--- src/sv/servo_slew_and_sweep_core_macros.svh ---
// ---------------------------------------------------------------------------
// Servo slew and sweep core assertion macros
// Shared assertion forms used by the servo slew and sweep core.
// ---------------------------------------------------------------------------
`ifndef SERVO_SLEW_AND_SWEEP_CORE_MACROS_SVH
`define SERVO_SLEW_AND_SWEEP_CORE_MACROS_SVH

// Antecedent implies consequent in the same cycle.
`define SSW_ASSERT_NOW(lbl, ante, cons, msg) \
  lbl: assert property (@(posedge clk) disable iff (rst) (ante) |-> (cons)) else $error(msg);

// Antecedent implies consequent in the next cycle.
`define SSW_ASSERT_NEXT(lbl, ante, cons, msg) \
  lbl: assert property (@(posedge clk) disable iff (rst) (ante) |=> (cons)) else $error(msg);

`endif

--- src/sv/ssw_pkg.sv ---
// ---------------------------------------------------------------------------
// Servo slew and sweep package
// Types, register indexes and angle constants shared by the core.
// ---------------------------------------------------------------------------
`default_nettype none

package ssw_pkg;

  localparam int unsigned ANGLE_W  = 11;
  localparam int unsigned TARGET_W = 13;
  localparam int unsigned PULSE_W  = 12;
  localparam int unsigned STEP_W   = 8;
  localparam int unsigned ADDR_W   = 4;
  localparam int unsigned DATA_W   = 32;

  localparam logic [ANGLE_W-1:0] GOAL_MAX    = 11'd1200;
  localparam logic [ANGLE_W-1:0] ANGLE_FULL  = 11'd1800;
  localparam logic [ANGLE_W-1:0] ANGLE_RESET = 11'd900;
  localparam logic [PULSE_W-1:0] PULSE_BASE  = 12'd500;
  localparam logic [PULSE_W-1:0] PULSE_TOP   = 12'd2500;
  // angle * 2000 / 1800 equals (angle * 72820) >> 16 for every angle up to 1800.
  localparam logic [16:0]        PULSE_RECIP = 17'd72820;

  localparam logic [STEP_W-1:0]  STEP_RESET  = 8'd10;
  localparam logic [ANGLE_W-1:0] LEFT_RESET  = 11'd300;
  localparam logic [ANGLE_W-1:0] RIGHT_RESET = 11'd1500;

  typedef enum logic {
    OP_TICK = 1'b0,
    OP_SET  = 1'b1
  } op_t;

  typedef enum logic [1:0] {
    REG_SWEEP_MODE  = 2'd0,
    REG_STEP_SIZE   = 2'd1,
    REG_LEFT_LIMIT  = 2'd2,
    REG_RIGHT_LIMIT = 2'd3
  } reg_idx_t;

endpackage

`default_nettype wire

--- src/sv/ssw_cmd_if.sv ---
// ---------------------------------------------------------------------------
// Servo command channel
// Valid/ready channel carrying tick and set-target words into the core.
// ---------------------------------------------------------------------------
`default_nettype none

interface ssw_cmd_if;
  import ssw_pkg::*;

  logic                       valid;
  logic                       ready;
  logic                       operation;
  logic signed [TARGET_W-1:0] target_angle;

  modport source (output valid, output operation, output target_angle, input ready);
  modport sink (input valid, input operation, input target_angle, output ready);
endinterface

`default_nettype wire

--- src/sv/ssw_res_if.sv ---
// ---------------------------------------------------------------------------
// Servo result channel
// Valid/ready channel carrying pulse width and angle words out of the core.
// ---------------------------------------------------------------------------
`default_nettype none

interface ssw_res_if;
  import ssw_pkg::*;

  logic               valid;
  logic               ready;
  logic [PULSE_W-1:0] pulse_width_us;
  logic [ANGLE_W-1:0] current_angle;

  modport source (output valid, output pulse_width_us, output current_angle, input ready);
  modport sink (input valid, input pulse_width_us, input current_angle, output ready);
endinterface

`default_nettype wire

--- src/sv/servo_slew_and_sweep_core.sv ---
// ---------------------------------------------------------------------------
// Servo slew and sweep core
// Moves a servo angle toward a target or between two limits, one step per
// tick, and reports the matching pulse width.
// ---------------------------------------------------------------------------
// Command words enter on cmd: a tick, or a set-target that clamps the target
// to 0..120.0 degrees and enables motion. Set-target words give no result.
// Each tick while motion is enabled gives one word on res with the pulse
// width in microseconds and the new angle; other ticks give nothing.
// A command word is registered, then updated against the angle state and
// written to the result register once the result register is free or taken.
// One word is accepted every cycle while res is not stalled; the angle state
// loop is closed, so each update sees the state left by the word before.
// When res is stalled with a word waiting, a full command register holds and
// cmd.ready drops until the result is taken.
// The APB port writes sweep_mode, step_size, left_limit and right_limit; the
// user must do so only while the core is idle, which the core does not check.
// Synchronous reset empties both registers, sets the angle and the target to
// 90.0 degrees, stops motion, heads the sweep right, loads register defaults.
`default_nettype none

module servo_slew_and_sweep_core (
  input  wire logic                      clk,
  input  wire logic                      rst,
  ssw_cmd_if.sink                        cmd,
  ssw_res_if.source                      res,
  input  wire logic                      psel,
  input  wire logic                      penable,
  input  wire logic                      pwrite,
  input  wire logic [ssw_pkg::ADDR_W-1:0] paddr,
  input  wire logic [ssw_pkg::DATA_W-1:0] pwdata,
  output logic      [ssw_pkg::DATA_W-1:0] prdata,
  output logic                           pready
);
  import ssw_pkg::*;
  `include "servo_slew_and_sweep_core_macros.svh"

  logic               sweep_mode;
  logic [STEP_W-1:0]  step_size;
  logic [ANGLE_W-1:0] left_limit;
  logic [ANGLE_W-1:0] right_limit;

  logic                       s1_valid;
  op_t                        s1_op;
  logic signed [TARGET_W-1:0] s1_target;
  logic                       s1_adv;
  logic                       fire;

  logic [ANGLE_W-1:0] angle_now;
  logic [ANGLE_W-1:0] angle_now_next;
  logic [ANGLE_W-1:0] angle_goal;
  logic [ANGLE_W-1:0] angle_goal_next;
  logic               moving;
  logic               moving_next;
  logic               heading_right;
  logic               heading_right_next;
  logic               emit;

  logic                 res_valid;
  logic [PULSE_W-1:0]   res_pulse;
  logic [ANGLE_W-1:0]   res_angle;

  logic [ANGLE_W-1:0]         lo;
  logic [ANGLE_W-1:0]         hi;
  logic [ANGLE_W:0]           up;
  logic signed [ANGLE_W+1:0]  dn;
  logic [ANGLE_W-1:0]         goal_clamped;
  logic [27:0]                pulse_prod;
  logic                       cfg_wr;
  reg_idx_t                   cfg_idx;

  // Configuration port.
  assign pready  = 1'b1;
  assign cfg_wr  = psel && penable && pwrite;
  assign cfg_idx = reg_idx_t'(paddr[3:2]);

  always_ff @(posedge clk) begin
    if (rst) begin
      sweep_mode  <= 1'b0;
      step_size   <= STEP_RESET;
      left_limit  <= LEFT_RESET;
      right_limit <= RIGHT_RESET;
    end else if (cfg_wr) begin
      unique case (cfg_idx)
        REG_SWEEP_MODE:  sweep_mode  <= pwdata[0];
        REG_STEP_SIZE:   step_size   <= pwdata[STEP_W-1:0];
        REG_LEFT_LIMIT:  left_limit  <= pwdata[ANGLE_W-1:0];
        REG_RIGHT_LIMIT: right_limit <= pwdata[ANGLE_W-1:0];
        default: ;
      endcase
    end
  end

  always_comb begin
    unique case (cfg_idx)
      REG_SWEEP_MODE:  prdata = {{(DATA_W-1){1'b0}}, sweep_mode};
      REG_STEP_SIZE:   prdata = {{(DATA_W-STEP_W){1'b0}}, step_size};
      REG_LEFT_LIMIT:  prdata = {{(DATA_W-ANGLE_W){1'b0}}, left_limit};
      REG_RIGHT_LIMIT: prdata = {{(DATA_W-ANGLE_W){1'b0}}, right_limit};
      default:         prdata = '0;
    endcase
  end

  // Command register.
  assign s1_adv    = !res_valid || res.ready;
  assign cmd.ready = !s1_valid || s1_adv;
  assign fire      = s1_valid && s1_adv;

  always_ff @(posedge clk) begin
    if (rst) begin
      s1_valid <= 1'b0;
    end else if (cmd.ready) begin
      s1_valid <= cmd.valid;
    end
  end

  always_ff @(posedge clk) begin
    if (cmd.ready && cmd.valid) begin
      s1_op     <= op_t'(cmd.operation);
      s1_target <= cmd.target_angle;
    end
  end

  // Angle update.
  assign lo = (left_limit > ANGLE_FULL) ? ANGLE_FULL : left_limit;
  assign hi = (right_limit > ANGLE_FULL) ? ANGLE_FULL : right_limit;
  assign up = {1'b0, angle_now} + {{(ANGLE_W+1-STEP_W){1'b0}}, step_size};
  assign dn = $signed({2'b00, angle_now}) - $signed({{(ANGLE_W+2-STEP_W){1'b0}}, step_size});

  always_comb begin
    if (s1_target < 0) begin
      goal_clamped = '0;
    end else if (s1_target > $signed({2'b00, GOAL_MAX})) begin
      goal_clamped = GOAL_MAX;
    end else begin
      goal_clamped = s1_target[ANGLE_W-1:0];
    end
  end

  always_comb begin
    angle_now_next     = angle_now;
    angle_goal_next    = angle_goal;
    moving_next        = moving;
    heading_right_next = heading_right;
    emit               = 1'b0;
    if (s1_op == OP_SET) begin
      angle_goal_next = goal_clamped;
      moving_next     = 1'b1;
    end else if (moving) begin
      emit = 1'b1;
      if (sweep_mode) begin
        if (heading_right) begin
          if (up >= {1'b0, hi}) begin
            angle_now_next     = hi;
            heading_right_next = 1'b0;
          end else begin
            angle_now_next = up[ANGLE_W-1:0];
          end
        end else begin
          if (dn <= $signed({2'b00, lo})) begin
            angle_now_next     = lo;
            heading_right_next = 1'b1;
          end else begin
            angle_now_next = dn[ANGLE_W-1:0];
          end
        end
      end else begin
        if (angle_now < angle_goal) begin
          angle_now_next = (up > {1'b0, angle_goal}) ? angle_goal : up[ANGLE_W-1:0];
        end else if (angle_now > angle_goal) begin
          angle_now_next = (dn < $signed({2'b00, angle_goal})) ? angle_goal
                                                                : dn[ANGLE_W-1:0];
        end
        moving_next = (angle_now_next != angle_goal);
      end
    end
  end

  assign pulse_prod = {{(28-ANGLE_W){1'b0}}, angle_now_next} * {11'd0, PULSE_RECIP};

  always_ff @(posedge clk) begin
    if (rst) begin
      angle_now     <= ANGLE_RESET;
      angle_goal    <= ANGLE_RESET;
      moving        <= 1'b0;
      heading_right <= 1'b1;
    end else if (fire) begin
      angle_now     <= angle_now_next;
      angle_goal    <= angle_goal_next;
      moving        <= moving_next;
      heading_right <= heading_right_next;
    end
  end

  // Result register.
  always_ff @(posedge clk) begin
    if (rst) begin
      res_valid <= 1'b0;
    end else if (fire && emit) begin
      res_valid <= 1'b1;
    end else if (res.ready) begin
      res_valid <= 1'b0;
    end
  end

  always_ff @(posedge clk) begin
    if (fire && emit) begin
      res_pulse <= pulse_prod[27:16] + PULSE_BASE;
      res_angle <= angle_now_next;
    end
  end

  assign res.valid          = res_valid;
  assign res.pulse_width_us = res_pulse;
  assign res.current_angle  = res_angle;

  `SSW_ASSERT_NEXT(a_set_enables, fire && (s1_op == OP_SET), moving, "set target did not enable motion")
  `SSW_ASSERT_NOW(a_ready_stall, !cmd.ready, res_valid && !res.ready, "command stalled without output backpressure")
  `SSW_ASSERT_NOW(a_pulse_range, res_valid, (res_pulse >= PULSE_BASE) && (res_pulse <= PULSE_TOP), "pulse width out of range")
  `SSW_ASSERT_NOW(a_angle_range, 1'b1, (angle_now <= ANGLE_FULL) && (angle_goal <= GOAL_MAX), "angle state out of range")

endmodule

`default_nettype wire

--- src/flat_wrapper.sv ---
// flat-port wrapper written by rule: the top's interface ports become plain ports
module servo_slew_and_sweep_core_flat import ssw_pkg::*;
  (clk, rst, psel, penable, pwrite, paddr, pwdata, prdata, pready, cmd_valid, cmd_operation, cmd_target_angle, cmd_ready, res_valid, res_pulse_width_us, res_current_angle, res_ready);
  ssw_cmd_if cmd_i ();
  ssw_res_if res_i ();
  input  wire logic clk;
  input  wire logic rst;
  input  wire logic psel;
  input  wire logic penable;
  input  wire logic pwrite;
  input  wire logic [ssw_pkg::ADDR_W-1:0] paddr;
  input  wire logic [ssw_pkg::DATA_W-1:0] pwdata;
  output logic      [ssw_pkg::DATA_W-1:0] prdata;
  output logic pready;
  input wire logic [$bits(cmd_i.valid)-1:0] cmd_valid;
  input wire logic [$bits(cmd_i.operation)-1:0] cmd_operation;
  input wire logic [$bits(cmd_i.target_angle)-1:0] cmd_target_angle;
  output wire logic [$bits(cmd_i.ready)-1:0] cmd_ready;
  output wire logic [$bits(res_i.valid)-1:0] res_valid;
  output wire logic [$bits(res_i.pulse_width_us)-1:0] res_pulse_width_us;
  output wire logic [$bits(res_i.current_angle)-1:0] res_current_angle;
  input wire logic [$bits(res_i.ready)-1:0] res_ready;
  assign cmd_i.valid = cmd_valid;
  assign cmd_i.operation = cmd_operation;
  assign cmd_i.target_angle = cmd_target_angle;
  assign cmd_ready = cmd_i.ready;
  assign res_valid = res_i.valid;
  assign res_pulse_width_us = res_i.pulse_width_us;
  assign res_current_angle = res_i.current_angle;
  assign res_i.ready = res_ready;
  servo_slew_and_sweep_core u_core (.clk(clk), .rst(rst), .cmd(cmd_i), .res(res_i), .psel(psel), .penable(penable), .pwrite(pwrite), .paddr(paddr), .pwdata(pwdata), .prdata(prdata), .pready(pready));
endmodule
--- config.mk ---
export PLATFORM = sky130hd
export DESIGN_NAME = servo_slew_and_sweep_core_flat
export DESIGN_NICKNAME = d
export VERILOG_FILES = /design/src/sv/ssw_pkg.sv /design/src/sv/ssw_cmd_if.sv /design/src/sv/ssw_res_if.sv /design/src/sv/servo_slew_and_sweep_core.sv /design/src/flat_wrapper.sv
export VERILOG_INCLUDE_DIRS = /design/src /design/src/sv
export SDC_FILE = /design/constraint.sdc
export NUM_CORES = 1
export LEC_CHECK = 0
export BUFFER_PORTS_ARGS = -buffer_cell sky130_fd_sc_hd__buf_2
export CORE_AREA = 5 5 121 208
export CTS_CLUSTER_DIAMETER = 200
export DETAILED_ROUTE_END_ITERATION = 6
export DIE_AREA = 0 0 126 213
export PLACE_DENSITY_LB_ADDON = 0.25
export SYNTH_ARGS = -nofsm -noshare
export SYNTH_HDL_FRONTEND = slang
export SYNTH_SLANG_ARGS = --single-unit
--- constraint.sdc ---
create_clock -name clk -period 10.6 [get_ports clk]
set_clock_uncertainty 0.1 [all_clocks]
set_input_delay 1.06 -clock clk [delete_from_list [all_inputs] [get_ports clk]]
set_output_delay 1.06 -clock clk [all_outputs]
set_load 0.005 [all_outputs]
==> metrics.csv <==
stage,metric,value,unit
routing,WL/cell,19.0,um
routing,vias per cell,5.59,
logic_synthesis,Cells after Synth,1222,
pwr,clock network power share,14.1,%
place,DP Area,11700,sq um
critical_path,Worst EP arrival,10.25,ns
global_route,largest net degree at the start of global routing,42,
clock_tree,Skew-Pair Late Insertion Delay,0.37,ns
pwr,switching power,0.998,mW
critical_path,CP Launch Type,flip-flop,
routing,Pre-antenna DRT Iters,5,
clock_tree,Num CTS Buffers,9,
timing,setup TNS,0,ns
floorplanning,Total Die Area,26800,sq um
timing,Max Fclk,0.0978,GHz
critical_path,peak fanout along the critical path,7,
routing,# DRC,0,
logic_synthesis,number of flops mapped to enable cells by yosys,37,
logic_synthesis,Post-Syn Area per Cell,8.41,sq um
logic_synthesis,post-synthesis sequential area ratio,21.9,%
pwr,sw frac,43.7,%
job,max-cap violations,0,
logic_synthesis,Synth Area in Adders,25.7,%
routing,Vias,9520,
floorplanning,starting density of the core,44.0,%
logic_synthesis,Synth Area in Compound Gates,19.8,%
pwr,Logic pwr share,66.8,%
pwr,Flop pwr share,19.0,%
logic_synthesis,mux cell area share after synthesis,3.86,%
global_route,global-route wire length before repair,50500,um
clock_tree,Root Driver,clkbuf_16,
routing,DRT iter0 DRCs,538,
finish,Nets,1640,
critical_path,kind of critical path,reg2reg,
floorplanning,Die Width,126,um
floorplanning,Die H,213,um
run_status,status,"finished, final reports clean",
timing,Final period util,96.5,%
timing,fin crit period,10.23,ns
finish,utilization after layout,52.3,%
logic_synthesis,Seq cells post-synth,94,
place,Post-Place Setup Slack,-0.0274,ns
logic_synthesis,Netlist cell types,91,
clock_tree,CTS hold repair buffers,0,
place,port buffer count,69,
pwr,PwrDens,187,nW/um^2
logic_synthesis,Main synth FF type,dfxtp_1,
logic_synthesis,cell area after synthesis,10300,sq um
pwr,Worst VDD drop,0.000247,V
global_route,initial antenna violation count,0,
floorplanning,I/O Pins,115,
timing,Final Hold Viols,0,
critical_path,Critical-path top delay cell,fa_1,
logic_synthesis,post-synthesis simple-gate area fraction,16.6,%
critical_path,Crit path required time,10.63,ns
pwr,Int Power,1.28,mW
routing,routed wire length,32400,um
place,Placer Congestion,0.957,
clock_tree,H-tree depth,3,
finish,area grow syn2layout,18.7,%
logic_synthesis,Ys Warns,0,
critical_path,CP peak stage delay,0.58,ns
place,HPWL after DPL,26900,um
logic_synthesis,largest family of logic cells by synthesized area,adder cells,
logic_synthesis,XOR/XNOR Fraction of Synth Area,2.98,%
timing,Slew Limit Headroom,24.6,%
pwr,leak pwr,5.83,nW
finish,share of cells above drive strength 1,21.4,%
floorplanning,site row count,74,
global_route,GRT Overall Usage,24.3,%
clock_tree,CTS sink cnt,94,
clock_tree,Clock transition at path regs,0.08,ns
timing,slack of the critical path,0.373,ns
routing,Routed Antenna Nets,0,
timing,Worst Max-Slew Pin Slew,1.13,ns
finish,design area,12200,sq um
global_route,number of global-route vias before repair,9581,
place,placed cell count,1680,
timing,Final Max Tran Viols,0,
clock_tree,CTS tree,built,
finish,fin cells,1704,
global_route,GR Overflow Total,0,
clock_tree,clk buf depth,2,
critical_path,family with the most delay on the worst path,adder cells,
floorplanning,Core ar.,23300,sq um
logic_synthesis,Synth async-reset ratio,0,%
min_path,Hold WC Path Type,reg2reg,
timing,unrepaired setup endpoints after global routing,yes,
finish,diode count,0,
critical_path,Critical Path Sink Type,flip-flop,
timing,count of final setup violators,0,
critical_path,CP bufs+invs,7,
==> synth_stat cells (4+ instances only) <==
cell      count  area, sq um
o211a_1       4         40.0
edfxtp_1     37         1110
buf_2         6         30.0
nor4_1        6         37.5
and3_1       16          100
nor3_1       21          105
inv_1       138          518
nand4_1       9         56.3
o21ai_0      59          295
nand2_1     119          447
a21oi_1      68          340
nor2_1      104          390
o21ai_1       5         25.0
or4_1         6         45.0
xnor2_1      26          228
dfxtp_1      57         1140
ha_1        149         1860
o211ai_1     33          248
fa_1         39          781
a211o_1       8         70.1
xor2_1        9         78.8
clkbuf_1     34          128
a211oi_1     12         90.1
buf_6         4         45.0
buf_4        24          180
a31o_2        4         35.0
mux2_2       11          124
nand3_1      24          120
a21o_1       13         97.6
o21bai_1     10         75.1
a221oi_1      4         35.0
o221ai_1      4         35.0
o21a_1       10         75.1
and2_1        6         37.5
a22o_1        7         61.3
nor2b_1      10         62.6
a22oi_1       4         30.0
nand2b_1     11         68.8
a31oi_1       5         31.3
mux2i_1      25          250
==> worst register-to-register path, delay by kind of cell (launching register included) <==
| family | cells | cell delay [ns] |
|---|---|---|
| adder cells (fa/ha/maj) | 10 | 3.65 |
| flip-flops | 1 | 0.35 |
| XOR/XNOR | 1 | 0.17 |
| AND/OR/NAND/NOR | 9 | 1.71 |
| multiplexers | 1 | 0.27 |
| AO/OA/AOI/OAI | 16 | 2.85 |
| buffers and inverters | 7 | 0.88 |
==> what timing repair did <==
| item | CTS | global route |
|---|---|---|
| pin swaps | 1 | 18 |
| setup endpoints to repair | 3 | 8 |
| gates resized for setup | 2 | 46 |
| setup buffers | 0 | 8 |
==> per-layer routing <==
metal | global-route usage [%] | wire (um)
met1 | 23.5 | 11000
met2 | 45.9 | 17500
met3 | 3.25 | 1180
met4 | 18.9 | 2760
met5 | 0 | 0
==> metrics by stage <==
| step | power [mW] | hold WS, ns |
|---|---|---|
| finish | 2.28 | 0.386 |
| global route | 2.47 | 0.426 |
| CTS | 2.21 | 0.388 |
| detailed placement | 1.87 | 0.375 |
| global placement | 1.84 | 0.373 |
| floorplan | 1.36 | 0.356 |
==> kinds of logic (layout without fill, tap and decap cells) <==
group / Yosys count / after routing
and+or+nand+nor: 360 / 360
AOI/OAI and AO/OA: 292 / 292
buffers and inverters: 214 / 372
adders and majority gates: 188 / 188
DFF: 94 / 94
muxes: 37 / 37
xor gates and xnor gates: 35 / 35
other: 2 / 22
==> power by group through the flow <==
stage	clock, mW	combinational, mW	sequential [mW]
after floorplan	0	0.919	0.438
after global placement	0	1.40	0.442
after detailed placement	0	1.43	0.442
after CTS	0.330	1.44	0.434
after global routing	0.346	1.68	0.435
final	0.323	1.53	0.434
==> path summary, 6_finish.rpt <==
check	startpoint	endpoint	slack, ns	cells past startpoint
worst min register to register	u_core.moving$_SDFFE_PP0P_	u_core.moving$_SDFFE_PP0P_	0.39	2
worst max register to register	u_core.angle_now[0]$_SDFFE_PP0P_	u_core.res.pulse_width_us[10]$_DFFE_PP_	0.37	44
worst min-delay path	u_core.moving$_SDFFE_PP0P_	u_core.moving$_SDFFE_PP0P_	0.39	2
worst max-delay path	u_core.angle_now[0]$_SDFFE_PP0P_	u_core.res.pulse_width_us[10]$_DFFE_PP_	0.37	44
==> cell usage in the layout (no fill, tap or decap), types with 7 or more instances in the layout <==
cell type / netlist / layout
a21o_1: 13 / 13
and3_1: 16 / 15
o211ai_1: 33 / 33
a211o_1: 8 / 8
dfxtp_1: 57 / 54
ha_1: 149 / 147
buf_4: 24 / 143
nor2_1: 104 / 102
xor2_1: 9 / 9
nand2b_1: 11 / 10
o21ai_0: 59 / 45
o21a_1: 10 / 10
nor2b_1: 10 / 10
edfxtp_1: 37 / 37
o21ai_1: 5 / 16
a211oi_1: 12 / 11
inv_1: 138 / 137
nor3_1: 21 / 20
nand4_1: 9 / 9
a22o_1: 7 / 7
clkbuf_16: 0 / 9
nand2_1: 119 / 119
a21oi_1: 68 / 64
mux2_2: 11 / 11
fa_1: 39 / 37
conb_1: 2 / 22
buf_2: 6 / 69
nand3_1: 24 / 24
mux2i_1: 25 / 25
xnor2_1: 26 / 24
o21bai_1: 10 / 10
==> final cells by class <==
cell class	count	area, sq um
multi-input cells	934	7310
repair buffers	213	1430
inverters	143	537
well taps	304	380
flip-flops and latches	94	2260
clock inverters	6	53.8
fillers	2272	11100
clock buffers	10	229
==> state kept, by name, summed over array words and instances (netlist names) <==
register,count
u_core.s1_target,13
u_core.res.pulse_width_us,12
u_core.angle_goal,11
u_core.angle_now,11
u_core.left_limit,11
u_core.res.current_angle,11
u_core.right_limit,11
u_core.step_size,8
u_core.heading_right,1
u_core.moving,1
u_core.res.valid,1
u_core.s1_op,1
u_core.s1_valid,1
u_core.sweep_mode,1
No activity file was read; power rests on OpenSTA's default activity.
